===== src/dgt_ram.sv =====
module dgt_ram #(
    parameter int WIDTH = 8,
    parameter int DEPTH = 16
) (
    input  logic                     clk,
    input  logic                     we,
    input  logic [$clog2(DEPTH)-1:0] waddr,
    input  logic [WIDTH-1:0]         wdata,
    input  logic [$clog2(DEPTH)-1:0] raddr,
    output logic [WIDTH-1:0]         rdata
);

    logic [WIDTH-1:0] mem [DEPTH];

    always_ff @(posedge clk)
    begin
        if (we)
        begin
            mem[waddr] <= wdata;
        end
        rdata <= mem[raddr];
    end

endmodule


===== config.mk =====
export PLATFORM = sky130hd
export DESIGN_NAME = dgt_ram
export DESIGN_NICKNAME = d
export VERILOG_FILES = /design/src/dgt_ram.sv
export SDC_FILE = /design/constraint.sdc
export NUM_CORES = 1
export LEC_CHECK = 0
export BUFFER_PORTS_ARGS = -buffer_cell sky130_fd_sc_hd__buf_4
export CORE_ASPECT_RATIO = 0.8
export CORE_MARGIN = 1
export CORE_UTILIZATION = 50
export DETAILED_ROUTE_END_ITERATION = 6
export GPL_ROUTABILITY_DRIVEN = 0
export PLACE_DENSITY = 0.7
export SYNTH_ARGS = -nofsm -noshare
export SYNTH_HDL_FRONTEND = slang
export SYNTH_SLANG_ARGS = --single-unit

===== constraint.sdc =====
create_clock -name clk -period 2 [get_ports clk]
set_input_delay 0.6 -clock clk [delete_from_list [all_inputs] [get_ports clk]]
set_output_delay 0.6 -clock clk [all_outputs]
set_load 0.01 [all_outputs]

# Word level (Yosys, flattened, before mapping)

Memory sizes are Yosys's and may differ from the RTL's. A register that Yosys moved wholly into a read port is not among the register bits.
Index checks and enable logic that the tools add are counted.

RAM bits: 128
Input port bits: 18
Memories kept: 1
Register bits: 0
Output and inout bits: 8
Word-level logic and storage cells: 3

Memory list:

| memory | depth | bits a word | rd ports | clocked after memory_dff | write ports | line | text |
|---|---|---|---|---|---|---|---|
| mem    | 16    | 8           | 1        | 1                        | 1           | 13   | `logic [WIDTH-1:0] mem [DEPTH];` |

Multiplexer cells: 2

Operators with widths:

| kind             | count |
|---|---|
| 2-to-1 mux 1 bit | 2 |

# Longest topological paths before layout

Depth after elaboration: 2
Mapped depth: 5
Gate-level depth less buffers: 3

# Least setup slack after synthesis

OpenSTA, ideal clock, no wires.

Kind: input to register
Start: in waddr[2]
End: mem mem[0][0], enable pin
Slack: -0.093 ns
Buffers on the path: 0
Arrival time: 1.710 ns
Setup time: 0.383 ns
Stages: 2
Data required time: 1.617 ns
Cell sequence: or3b_2 > nor3_1

RTL lines:

| item            | line | text |
|---|---|---|
| start, declared | 7    | `input logic [$clog2(DEPTH)-1:0] waddr,` |
| end, declared   | 13   |  |

No word-level cell before the write port.

==> results by group <==
Synth
  – Post-Syn Area: 5150 µm²
  – EDFF count, synth: 128
  – Post-Synthesis Cells: 229
  – Netlist cell types: 19
  – Count leader, synth: edfxtp_1
  – Largest cells by area after synthesis: edfxtp_1 75%, mux4_2 7.9%, mux4_1 7.1%, dfxtp_1 3.1%, a22oi_1 2.3%
  – Sequential fraction of the synthesis area: 77.8%
  – Main synth FF type: edfxtp_1
  – Post-synthesis register bit count: 136
  – Syn nets: 247
  – Fraction of registers with async set/reset: 0%
  – Yosys top cell by area: edfxtp_1
  – Top post-synthesis cells by count: 128 x edfxtp_1, 18 x mux4_2, 16 x a22oi_1
  – Area share of the largest cell type after synthesis: 74.7%
  – Ys Warns: 0
  – Syn_area_per_cell: 22.5 µm²

STA
  – RSZ-0062 raised after global routing: false
  – Fin. Hold Viols: 0
  – Setup ws final: 0.464 ns
  – Setup TNS: 0 ns
  – Tcrit/Tclk final: 76.8%
  – Worst-Margin Slew: 0.366 ns
  – Setup violators final: 0
  – Hold_ws: 0.486 ns
  – Slew headroom: 75.6%
  – Skew final: 0.0107 ns
  – Fin crit period: 1.54 ns
  – Max Slew Vio Count: 0
  – Fmax: 651 MHz

Critical path
  – CP Data Arrival Time: 1.83 ns
  – Peak fanout along the critical path: 16
  – Kind of critical path: primary input to register
  – Critical path required time: 2.30 ns
  – Startpoint types: primary input
  – Critical path endpoint category: register

Power and ir drop
  – Leak Pwr: 0.00215 µW
  – PwrDens: 1080 nW/µm²
  – Worst ir drop on vdd: 0.000917 V
  – Design Power: 6770 µW

GRT
  – Global-route usage over all layers: 20.6%
  – Met3 Track Usage GR: 6.48%
  – Met2 usage: 28.3%
  – First-pass GRT wire length: 14.6 mm
  – Largest net degree at the start of global routing: 17
  – Number of global-route vias before repair: 2464
  – Grt total ovfl: 0
  – Grt peak-use layer: met1
  – Initial antenna violation count: 0
  – Global routing usage on met1: 30.3%

Drt
  – Remaining DRCs: 0
  – Drt total wl: 9.52 mm
  – DR vias: 2407
  – DR iter-0 viols: 227
  – Via/cell ratio: 5.51
  – ANT nets after route: 0
  – Routed length per instance: 21.8 µm
  – DRT Pass-1 Iters: 5

Die
  – Site Rows: 32
  – Die height: 92.8 µm
  – # IOs: 26
  – Chip width: 115 µm
  – Die ar.: 10700 µm²
  – Core ar.: 9810 µm²
  – Starting Density: 52.5%

Clock network
  – Hold Buf Count CTS: 0
  – CTS root buf: clkbuf_16
  – CTS tree: built
  – Post_cts resized: 0
  – CTS HTree Levels: 4
  – Clk slew on worst S/H paths: 0.06 ns
  – Clock sink total: 136
  – Post-CTS Setup Bufs: 0
  – Clk buf depth: 2
  – CTS Buf Count: 17
  – Clock Latency Late Sink: 0.42 ns

Place
  – # placed instances: 405
  – Pre-CTS setup slack: 0.0243 ns
  – Hpwl dp: 6.27 mm
  – Port bufs: 25

Finish
  – Final std cells w/o fill: 437
  – Register area: 4000 µm²
  – Multi-input gate area: 1060 µm²
  – FILL cells: 679
  – ANT cells: 0
  – NumNets Final: 306
  – Area grow syn2layout: 21.6%
  – Share of layout cells above drive strength 1: 33.6%

Run
  – Max_cap viols: 0

Run status
  – Status: finished, final reports clean

Hold path
  – Hold Path Class: primary input to register
-- critical path: stages --
cell	delay, ns
buf_4	0.14
buf_12	0.18
mux4_1	0.58
a22oi_1	0.25
nand2_1	0.07
-- layout by cell type (no fill, tap or decap), drive strengths merged --
| master | instances |
|---|---|
| edfxtp | 128 |
| buf | 50 |
| mux4 | 32 |
| clkbuf | 19 |
| a22oi | 16 |
| nor2 | 13 |
| nand2 | 9 |
| dfxtp | 8 |
| clkinv | 5 |
| bufinv | 4 |
| clkinvlp | 4 |
| nor3 | 4 |
| nand3b | 2 |
| nand2b | 2 |
| nor2b | 1 |
| and2 | 1 |
| and2b | 1 |
| nand3 | 1 |
| or3b | 1 |
-- flip-flops by register name (all words and copies together), names as in the netlist --
register  cells
mem         128
rdata         8
-- where the power goes --
group	total [µW]	leakage [µW]	internal (µW)	switching, µW
Combinational	325	0.000631	156	169
Clock	3230	0.000295	2110	1130
Sequential	3210	0.00122	3190	21.6
-- area by class of cell --
type | instances | share of cell area [%]
well taps | 136 | 2.72
flip-flops and latches | 136 | 64.0
multi-input cells | 83 | 17.0
clock inverters | 13 | 2.86
repair buffers | 50 | 6.40
clock buffers | 19 | 7.08
-- stage by stage --
step                      cell area [µm²]  util [%]
after floorplan                      5150         -
after global placement               5640      57.5
after detailed placement             5640      57.5
after CTS                            6260      63.8
after global routing                 6260      63.8
final                                6260      63.8
-- worst paths after layout --
| check | start | end | cells past startpoint | slack (ns) |
|---|---|---|---|---|
| worst max register to register | mem[9][2] | rdata[2] | 3 | 0.68 |
| worst min-delay path | wdata[3] | mem[8][3] | 1 | 0.49 |
| worst max-delay path | raddr[0] | rdata[2] | 5 | 0.46 |
| worst min register to register | mem[5][3] | rdata[3] | 3 | 0.68 |
-- metal layers --
metal | wire length (µm) | vias to the layer above | part of all wire [%]
met4 | 91 | 0 | 0.96
met3 | 497 | 7 | 5.2
met2 | 4330 | 72 | 45
li1 | - | 1096 | -
met5 | 0 | - | 0
met1 | 4600 | 1232 | 48
-- kinds of logic after synthesis --
logic type	synth area share (%)
buffers and inverters	1.68
AO/OA/AOI/OAI	2.33
AND/OR/NAND/NOR	3.18
flip-flops	77.8
multiplexers	15.0
(Power assumes the default switching activity.)
